### src/sv/cgs_pkg.sv
package cgs_pkg;

  localparam int MAX_POINTS = 64;
  localparam int COORD_BITS = 10;
  localparam int IDX_W      = 6;
  localparam int CNT_W      = 7;
  localparam int DW         = COORD_BITS + 1;
  localparam int RW         = 2 * DW + 1;

  typedef struct packed {
    logic [9:0] point_x;
    logic [9:0] point_y;
    logic       last_point;
  } cgs_in_t;

  typedef struct packed {
    logic [5:0] point_index;
    logic       on_hull;
    logic       last_result;
  } cgs_out_t;

  typedef struct packed {
    logic [COORD_BITS-1:0] y;
    logic [COORD_BITS-1:0] x;
  } cgs_pt_t;

  // r = a1*a2 - b1*b2 (sub) or a1*a2 + b1*b2
  typedef struct packed {
    logic signed [DW-1:0] a1;
    logic signed [DW-1:0] a2;
    logic signed [DW-1:0] b1;
    logic signed [DW-1:0] b2;
    logic                 sub;
  } cgs_ops_t;

  function automatic logic signed [DW-1:0] cdiff(logic [COORD_BITS-1:0] p,
                                                 logic [COORD_BITS-1:0] q);
    cdiff = $signed({1'b0, p}) - $signed({1'b0, q});
  endfunction

  // turn a->b->c, negative is counterclockwise
  function automatic cgs_ops_t mk_turn(cgs_pt_t a, cgs_pt_t b, cgs_pt_t c);
    cgs_ops_t o;
    o.a1  = cdiff(b.y, a.y);
    o.a2  = cdiff(c.x, b.x);
    o.b1  = cdiff(b.x, a.x);
    o.b2  = cdiff(c.y, b.y);
    o.sub = 1'b1;
    mk_turn = o;
  endfunction

  function automatic cgs_ops_t mk_dist(cgs_pt_t a, cgs_pt_t b);
    cgs_ops_t o;
    o.a1  = cdiff(a.x, b.x);
    o.a2  = cdiff(a.x, b.x);
    o.b1  = cdiff(a.y, b.y);
    o.b2  = cdiff(a.y, b.y);
    o.sub = 1'b0;
    mk_dist = o;
  endfunction

endpackage

### src/sv/convex_hull_graham_scan_core.sv
// Channel | Ports                      | Handshake
// input   | in_data (cgs_in_t)         | start && !busy
// result  | out_data (cgs_out_t)       | out_valid, one cycle, no stall
//
// A plain point is stored while the core stays idle. A last point starts the run:
// pivot search, ordering (insertion sort, O(n^2)), scan (turn tests),
// marking, then n results. The shared two-stage multiply unit computes all
// turn and distance products. busy is high from the last point until the
// final result. Synchronous active-low reset; the receiver cannot stall.
module convex_hull_graham_scan_core import cgs_pkg::*; (
  input  logic     clk,
  input  logic     rst_n,
  input  logic     start,
  output logic     busy,
  input  cgs_in_t  in_data,
  output logic     out_valid,
  output cgs_out_t out_data
);

  localparam logic [5:0] IDLE = 6'd0,  P_RD = 6'd1,  P_CMP = 6'd2, F0 = 6'd3,
                         FILL = 6'd4,  S_KA = 6'd5,  S_KB = 6'd6,  S_KC = 6'd7,
                         S_J  = 6'd8,  S_JB = 6'd9,  S_JC = 6'd10, S_T0 = 6'd11,
                         S_TW = 6'd12, S_TR = 6'd13, S_D1W = 6'd14, S_D1R = 6'd15,
                         S_D2W = 6'd16, S_D2R = 6'd17, S_INS = 6'd18, C_I0 = 6'd19,
                         C_I1 = 6'd20, C_A = 6'd21,  C_B = 6'd22,  C_C = 6'd23,
                         C_L  = 6'd24, C_L2 = 6'd25, C_L3 = 6'd26, C_W = 6'd27,
                         C_R  = 6'd28, C_P = 6'd29,  M_A = 6'd30,  M_B = 6'd31,
                         M_C  = 6'd32, M_D = 6'd33,  M_E = 6'd34,  EMIT = 6'd35;

  localparam logic [CNT_W-1:0] MAXC = CNT_W'(MAX_POINTS);
  localparam logic [CNT_W-1:0] ONE  = CNT_W'(1);
  localparam logic [CNT_W-1:0] TWO  = CNT_W'(2);
  localparam logic [CNT_W-1:0] THR  = CNT_W'(3);

  logic [5:0]       st_r;
  logic [CNT_W-1:0] cnt_r, n_r, i_r, j_r, k_r, m_r, d_r;
  logic [IDX_W-1:0] piv_idx_r, key_r, s_r, cidx_r;
  cgs_pt_t          piv_r, keyp_r, sp_r, cp_r, h_r;
  logic signed [RW-1:0] da_r;
  logic [MAX_POINTS-1:0] mark_r;

  cgs_pt_t          pts [MAX_POINTS];
  logic [IDX_W-1:0] srt [MAX_POINTS];
  logic [IDX_W-1:0] stk [MAX_POINTS];
  cgs_pt_t          pts_qa, pts_qb;
  logic [IDX_W-1:0] srt_q, stk_qa, stk_qb;

  logic [IDX_W-1:0] pa_addr, pb_addr, sr_addr, ka_addr, kb_addr;
  logic             srt_we, stk_we;
  logic [IDX_W-1:0] srt_wa, srt_wd, stk_wa, stk_wd;

  cgs_ops_t             ops;
  logic signed [RW-1:0] mres;

  logic             accept, move;
  logic [CNT_W-1:0] cnt_nxt;
  cgs_pt_t          in_pt;

  cgs_mac u_mac (.clk(clk), .ops(ops), .res(mres));

  assign accept    = start && !busy;
  assign busy      = (st_r != IDLE);
  assign cnt_nxt   = (cnt_r < MAXC) ? cnt_r + ONE : cnt_r;
  assign in_pt.x   = in_data.point_x[COORD_BITS-1:0];
  assign in_pt.y   = in_data.point_y[COORD_BITS-1:0];

  // key goes before the compared entry
  always_comb begin
    move = 1'b0;
    if (st_r == S_TR) begin
      move = (mres < 0);
    end else if (st_r == S_D2R) begin
      move = (da_r < mres);
    end
  end

  always_comb begin
    unique case (st_r)
      S_T0:    ops = mk_turn(piv_r, keyp_r, sp_r);
      S_TR:    ops = mk_dist(piv_r, keyp_r);
      S_D1R:   ops = mk_dist(piv_r, sp_r);
      default: ops = mk_turn(pts_qa, pts_qb, cp_r);
    endcase
  end

  always_comb begin
    pa_addr = i_r[IDX_W-1:0];
    pb_addr = stk_qb;
    sr_addr = i_r[IDX_W-1:0];
    ka_addr = k_r[IDX_W-1:0];
    kb_addr = 6'(d_r - ONE);
    unique case (st_r)
      S_KB, S_JB, C_B: pa_addr = srt_q;
      C_L2, M_B:       pa_addr = stk_qa;
      M_D:             pa_addr = m_r[IDX_W-1:0];
      default:         pa_addr = i_r[IDX_W-1:0];
    endcase
    if (st_r == S_J) sr_addr = 6'(j_r - ONE);
    if (st_r == C_L) ka_addr = 6'(d_r - TWO);
  end

  always_comb begin
    srt_we = 1'b0;
    srt_wa = j_r[IDX_W-1:0];
    srt_wd = i_r[IDX_W-1:0];
    stk_we = 1'b0;
    stk_wa = d_r[IDX_W-1:0];
    stk_wd = cidx_r;
    unique case (st_r)
      F0: begin
        srt_we = 1'b1;
        srt_wa = '0;
        srt_wd = piv_idx_r;
      end
      FILL:  srt_we = (i_r[IDX_W-1:0] != piv_idx_r);
      S_TR, S_D2R: begin
        srt_we = move && (st_r == S_D2R || mres != 0);
        srt_wd = s_r;
      end
      S_INS: begin
        srt_we = 1'b1;
        srt_wd = key_r;
      end
      C_I1: begin
        stk_we = 1'b1;
        stk_wa = i_r[IDX_W-1:0];
        stk_wd = srt_q;
      end
      C_P:     stk_we = 1'b1;
      default: ;
    endcase
  end

  always_ff @(posedge clk) begin
    if (accept && cnt_r < MAXC) pts[cnt_r[IDX_W-1:0]] <= in_pt;
    pts_qa <= pts[pa_addr];
    pts_qb <= pts[pb_addr];
    if (srt_we) srt[srt_wa] <= srt_wd;
    srt_q <= srt[sr_addr];
    if (stk_we) stk[stk_wa] <= stk_wd;
    stk_qa <= stk[ka_addr];
    stk_qb <= stk[kb_addr];
  end

  always_ff @(posedge clk) begin
    if (!rst_n) begin
      st_r  <= IDLE;
      cnt_r <= '0;
    end else begin
      unique case (st_r)
        IDLE: if (accept) begin
          cnt_r <= cnt_nxt;
          if (in_data.last_point) begin
            n_r <= cnt_nxt;
            i_r <= '0;
            m_r <= '0;
            if (cnt_nxt < THR) begin
              mark_r <= '1;
              st_r   <= EMIT;
            end else begin
              mark_r <= '0;
              st_r   <= P_RD;
            end
          end
        end
        P_RD: st_r <= P_CMP;
        P_CMP: begin
          if (i_r == '0 || pts_qa.y < piv_r.y ||
              (pts_qa.y == piv_r.y && pts_qa.x < piv_r.x)) begin
            piv_r     <= pts_qa;
            piv_idx_r <= i_r[IDX_W-1:0];
          end
          if (i_r + ONE == n_r) begin
            st_r <= F0;
          end else begin
            i_r  <= i_r + ONE;
            st_r <= P_RD;
          end
        end
        F0: begin
          i_r  <= '0;
          j_r  <= ONE;
          st_r <= FILL;
        end
        FILL: begin
          if (i_r[IDX_W-1:0] != piv_idx_r) j_r <= j_r + ONE;
          if (i_r + ONE == n_r) begin
            i_r  <= TWO;
            st_r <= S_KA;
          end else begin
            i_r <= i_r + ONE;
          end
        end
        S_KA: st_r <= S_KB;
        S_KB: begin
          key_r <= srt_q;
          st_r  <= S_KC;
        end
        S_KC: begin
          keyp_r <= pts_qa;
          j_r    <= i_r;
          st_r   <= S_J;
        end
        S_J:  st_r <= (j_r > ONE) ? S_JB : S_INS;
        S_JB: begin
          s_r  <= srt_q;
          st_r <= S_JC;
        end
        S_JC: begin
          sp_r <= pts_qa;
          st_r <= S_T0;
        end
        S_T0: st_r <= S_TW;
        S_TW: st_r <= S_TR;
        S_TR: begin
          if (mres == 0) begin
            st_r <= S_D1W;
          end else if (move) begin
            j_r  <= j_r - ONE;
            st_r <= S_J;
          end else begin
            st_r <= S_INS;
          end
        end
        S_D1W: st_r <= S_D1R;
        S_D1R: begin
          da_r <= mres;
          st_r <= S_D2W;
        end
        S_D2W: st_r <= S_D2R;
        S_D2R: begin
          if (move) begin
            j_r  <= j_r - ONE;
            st_r <= S_J;
          end else begin
            st_r <= S_INS;
          end
        end
        S_INS: begin
          if (i_r + ONE == n_r) begin
            i_r  <= '0;
            st_r <= C_I0;
          end else begin
            i_r  <= i_r + ONE;
            st_r <= S_KA;
          end
        end
        C_I0: st_r <= C_I1;
        C_I1: begin
          if (i_r == TWO) begin
            d_r  <= THR;
            i_r  <= THR;
            st_r <= (n_r == THR) ? M_A : C_A;
            k_r  <= '0;
          end else begin
            i_r  <= i_r + ONE;
            st_r <= C_I0;
          end
        end
        C_A: st_r <= C_B;
        C_B: begin
          cidx_r <= srt_q;
          st_r   <= C_C;
        end
        C_C: begin
          cp_r <= pts_qa;
          st_r <= C_L;
        end
        C_L:  st_r <= (d_r > TWO) ? C_L2 : C_P;
        C_L2: st_r <= C_L3;
        C_L3: st_r <= C_W;
        C_W:  st_r <= C_R;
        C_R: begin
          // pop while the turn is not strictly counterclockwise
          if (mres >= 0) begin
            d_r  <= d_r - ONE;
            st_r <= C_L;
          end else begin
            st_r <= C_P;
          end
        end
        C_P: begin
          d_r <= d_r + ONE;
          if (i_r + ONE == n_r) begin
            k_r  <= '0;
            st_r <= M_A;
          end else begin
            i_r  <= i_r + ONE;
            st_r <= C_A;
          end
        end
        M_A: st_r <= M_B;
        M_B: st_r <= M_C;
        M_C: begin
          h_r  <= pts_qa;
          m_r  <= '0;
          st_r <= M_D;
        end
        M_D: st_r <= M_E;
        M_E: begin
          if (pts_qa == h_r) mark_r[m_r[IDX_W-1:0]] <= 1'b1;
          if (m_r + ONE == n_r) begin
            m_r <= '0;
            if (k_r + ONE == d_r) begin
              st_r <= EMIT;
            end else begin
              k_r  <= k_r + ONE;
              st_r <= M_A;
            end
          end else begin
            m_r  <= m_r + ONE;
            st_r <= M_D;
          end
        end
        EMIT: begin
          if (m_r + ONE == n_r) begin
            cnt_r <= '0;
            st_r  <= IDLE;
          end else begin
            m_r <= m_r + ONE;
          end
        end
        default: st_r <= IDLE;
      endcase
    end
  end

  assign out_valid            = (st_r == EMIT);
  assign out_data.point_index = m_r[IDX_W-1:0];
  assign out_data.on_hull     = mark_r[m_r[IDX_W-1:0]];
  assign out_data.last_result = (m_r + ONE == n_r);

  a_out_busy: assert property (@(posedge clk) disable iff (!rst_n)
    out_valid |-> busy) else $error("result outside run");

  a_last_idle: assert property (@(posedge clk) disable iff (!rst_n)
    out_valid && out_data.last_result |=> !busy) else $error("run did not end");

  a_run_start: assert property (@(posedge clk) disable iff (!rst_n)
    start && !busy && in_data.last_point |=> busy) else $error("run not started");

  a_floor: assert property (@(posedge clk) disable iff (!rst_n)
    st_r == C_R |-> d_r > TWO) else $error("stack below floor");

endmodule

### src/sv/cgs_mac.sv
module cgs_mac import cgs_pkg::*; (
  input  logic                 clk,
  input  cgs_ops_t             ops,
  output logic signed [RW-1:0] res
);

  logic signed [2*DW-1:0] p1_r, p2_r;
  logic                   sub_r;
  logic signed [RW-1:0]   res_r;

  always_ff @(posedge clk) begin
    p1_r  <= ops.a1 * ops.a2;
    p2_r  <= ops.b1 * ops.b2;
    sub_r <= ops.sub;
    if (sub_r) begin
      res_r <= RW'(p1_r) - RW'(p2_r);
    end else begin
      res_r <= RW'(p1_r) + RW'(p2_r);
    end
  end

  assign res = res_r;

endmodule

### config.mk
export PLATFORM = sky130hd
export DESIGN_NAME = convex_hull_graham_scan_core
export DESIGN_NICKNAME = d
export VERILOG_FILES = /design/src/sv/cgs_pkg.sv /design/src/sv/convex_hull_graham_scan_core.sv /design/src/sv/cgs_mac.sv
export SDC_FILE = /design/constraint.sdc
export NUM_CORES = 2
export LEC_CHECK = 0
export BUFFER_PORTS_ARGS = -buffer_cell sky130_fd_sc_hd__clkbuf_2
export CORE_AREA = 2 2 603 605
export DETAILED_ROUTE_END_ITERATION = 8
export DIE_AREA = 0 0 605 607
export SLEW_MARGIN = 25
export SYNTH_ARGS = -nofsm -noshare
export SYNTH_HDL_FRONTEND = slang
export SYNTH_SLANG_ARGS = --single-unit
### constraint.sdc
create_clock -name clk -period 6.5 [get_ports clk]
set_input_delay 0.975 -clock clk [delete_from_list [all_inputs] [get_ports clk]]
set_output_delay 0.975 -clock clk [all_outputs]
set_load 0.02 [all_outputs]
==> metrics.cfg <==
[run_status]
status = finished, violations left
violations = setup timing

[drt]
drtPass1Iterations = 8
wl_per_cell_um = 25.7
via_per_inst = 5.71
ant_nets = 0
drt_iter0_markers = 10000
drc = 0
vias = 84500
routed_wl_um = 381000

[clock_tree]
clk_latency_ns = 0.96
root_buffer = clkbuf_16
cts_num_sinks = 2440
cts_made_buffers = 246
path_clk_slew_ns = 0.05
htree_levels = 4
clockBufferDepth = 4
cts_tree = yes

[finish]
nFillCells = 32900
multi_input_area_sq_mm = 0.0512
fin_area_sq_mm = 0.146
area_delta_synth_final_pct = 16.1
layout.nets = 10400
final_cells = 14800
layout-drive-gt1-share_pct = 21.9
regArea_sq_mm = 0.0719

[synth]
syn_area_per_cell_sq_um = 13.5
yosys_register_bits = 2440
yosysTopAreaCell = edfxtp_1
synth_enable_flop_cells = 2301
yosysMostFrequentCell = edfxtp_1
syn-num-nets = 9865
ys.flop_type = edfxtp_1
synth_area_leaders = edfxtp_1, mux4_2, fa_1
synth.cells.most_frequent = edfxtp_1, nand2_1, mux4_2
syn_inst = 9301
ys_types = 90
syn_area_sq_mm = 0.126
yosysTopAreaCellShare_pct = 54.9
synth_warnings = 0
async_reset_ff_share_pct = 0
yosysSeqAreaShare_pct = 57.1

[worst_setup_path]
cp.required_ns = 7.29
critPathKind = reg2reg
cp-end-kind = flop
cp_common_cell = fa_1
slowest_stage = fa_1
cpPeakStageDelay_ns = 0.55
startpoint_type = flop
worstPathArrival_ns = 7.82
crit_path_max_fanout = 5

[flow_run]
cap_violations = 0

[sta]
fmax_mhz = 142
hold_viol_final = 0
tightestPinTransition_ns = 1.15
layout_setup_ws_ns = -0.535
finalSetupViolations = 16
rsz0062_at_grt = yes
hold_slack_ns = 0.457
period_needed_ns = 7.04
fin_skew_ns = 0.132
finalCritPeriodShare_pct = 108
slew-limit-headroom_pct = 21.5
drv_slew = 0

[placed_design]
place_congestion = 0.916
dp.cells = 14300
place_hpwl_um = 248000
placed_cell_area_sq_mm = 0.137
io_buffers = 33

[global_route]
first_global_vias = 84100
track_usage_pct = 20.2
grt-ovfl-total = 0
grt_max_degree = 144
grt_pass1_wl_um = 556000
antenna_found_initial = 20

[floorplan]
pin_count = 34
die_h_um = 607
fp.coreArea_sq_mm = 0.361
dieArea_sq_mm = 0.367
num_rows = 221
die_x_um = 605
start_util_pct = 34.9

[min_path]
hold_class = reg2reg

==> cell type report <==
class                           count  area share, %
Tap cell                         4794           4.11
Multi-Input combinational cell   5791           35.1
Clock inverter                    145           1.04
Antenna cell                        3        0.00514
Clock buffer                      306           4.51
Timing Repair Buffer              856           4.80
Sequential cell                  2440           49.2
Inverter                          469           1.21
==> kinds of logic after synthesis <==
logic type / share of synthesized area (%)
XOR/XNOR: 1.82
AND/OR/NAND/NOR: 8.74
adder cells (fa/ha/maj): 6.86
flip-flops: 57.1
buffers and inverters: 3.43
AO/OA/AOI/OAI: 8.64
multiplexers: 13.4
==> worst paths after layout <==
kind                 startpoint              to  slack (ns)  cells past startpoint
setup / recovery       piv_r[0]  u_mac.p1_r[21]       -0.54                     30
setup reg to reg       piv_r[0]  u_mac.p1_r[21]       -0.54                     30
hold reg to reg   u_mac.res[18]        da_r[18]        0.46                      0
hold / removal    u_mac.res[18]        da_r[18]        0.46                      0
==> through the flow <==
step                util (%)  setup TNS, ns  setup WS [ns]
CTS                     40.3          -5.57         -0.577
global placement        37.9          -8.18         -0.814
detailed placement      37.9          -9.58         -0.892
global route            40.5         -11.21         -0.860
finish                  40.5          -5.38         -0.535
floorplan                  -         -0.852         -0.348
==> cell usage in the layout, fill, tap and decap left out, types with 52 or more instances in the layout <==
cell       count
a32oi_1       60
a21oi_1      342
a211oi_1     250
dfxtp_1      134
nand2b_1      52
nor2_2        71
xnor2_1      172
clkbuf_16    249
ha_1         275
fa_1         241
xor2_1        78
inv_1        447
edfxtp_1    2301
a211o_1       64
nand3_1      183
mux4_2       620
and2_1       205
nor3_1        55
nor2_1       410
buf_4        762
o21ai_0       59
o22ai_1       81
nand2_1     1211
a31oi_1      303
mux2i_1      279
==> state kept, by name (all words and copies together) (netlist names), 22 cells and up <==
signal and count:
da_r 23, mark_r 64, pts 1280, srt 384, stk 384, u_mac.p1_r 22, u_mac.p2_r 22, u_mac.res 23
==> per-layer routing <==
| layer | vias to the layer above | GRT usage (%) | wire [um] |
|---|---|---|---|
| li1 | 36400 | - | - |
| met3 | 755 | 3.78 | 36100 |
| met4 | 16 | 7.84 | 16300 |
| met1 | 43000 | 27.2 | 153000 |
| met5 | - | 0 | 98 |
| met2 | 4337 | 32.3 | 175000 |
==> repair_timing <==
| item | in CTS | in global routing |
|---|---|---|
| hold buffers | 0 | 0 |
| pin swaps | 67 | 60 |
| setup buffers | 23 | 14 |
| setup endpoints to repair | 19 | 23 |
| gates resized for setup | 108 | 83 |
| gates cloned | 0 | 0 |
==> worst max-delay path: cells and delay by family (launching register included) <==
kind	cells	cell delay, ns
AOI/OAI and AO/OA	12	2.26
buffers and inverters	6	0.58
xor gates and xnor gates	1	0.20
adders and majority gates	8	3.18
and+or+nand+nor	3	0.34
DFF	1	0.40
Power is left out: the tool's default activity adds up to more than one toggle a clock period on the data nets, which glitch-free logic cannot reach.
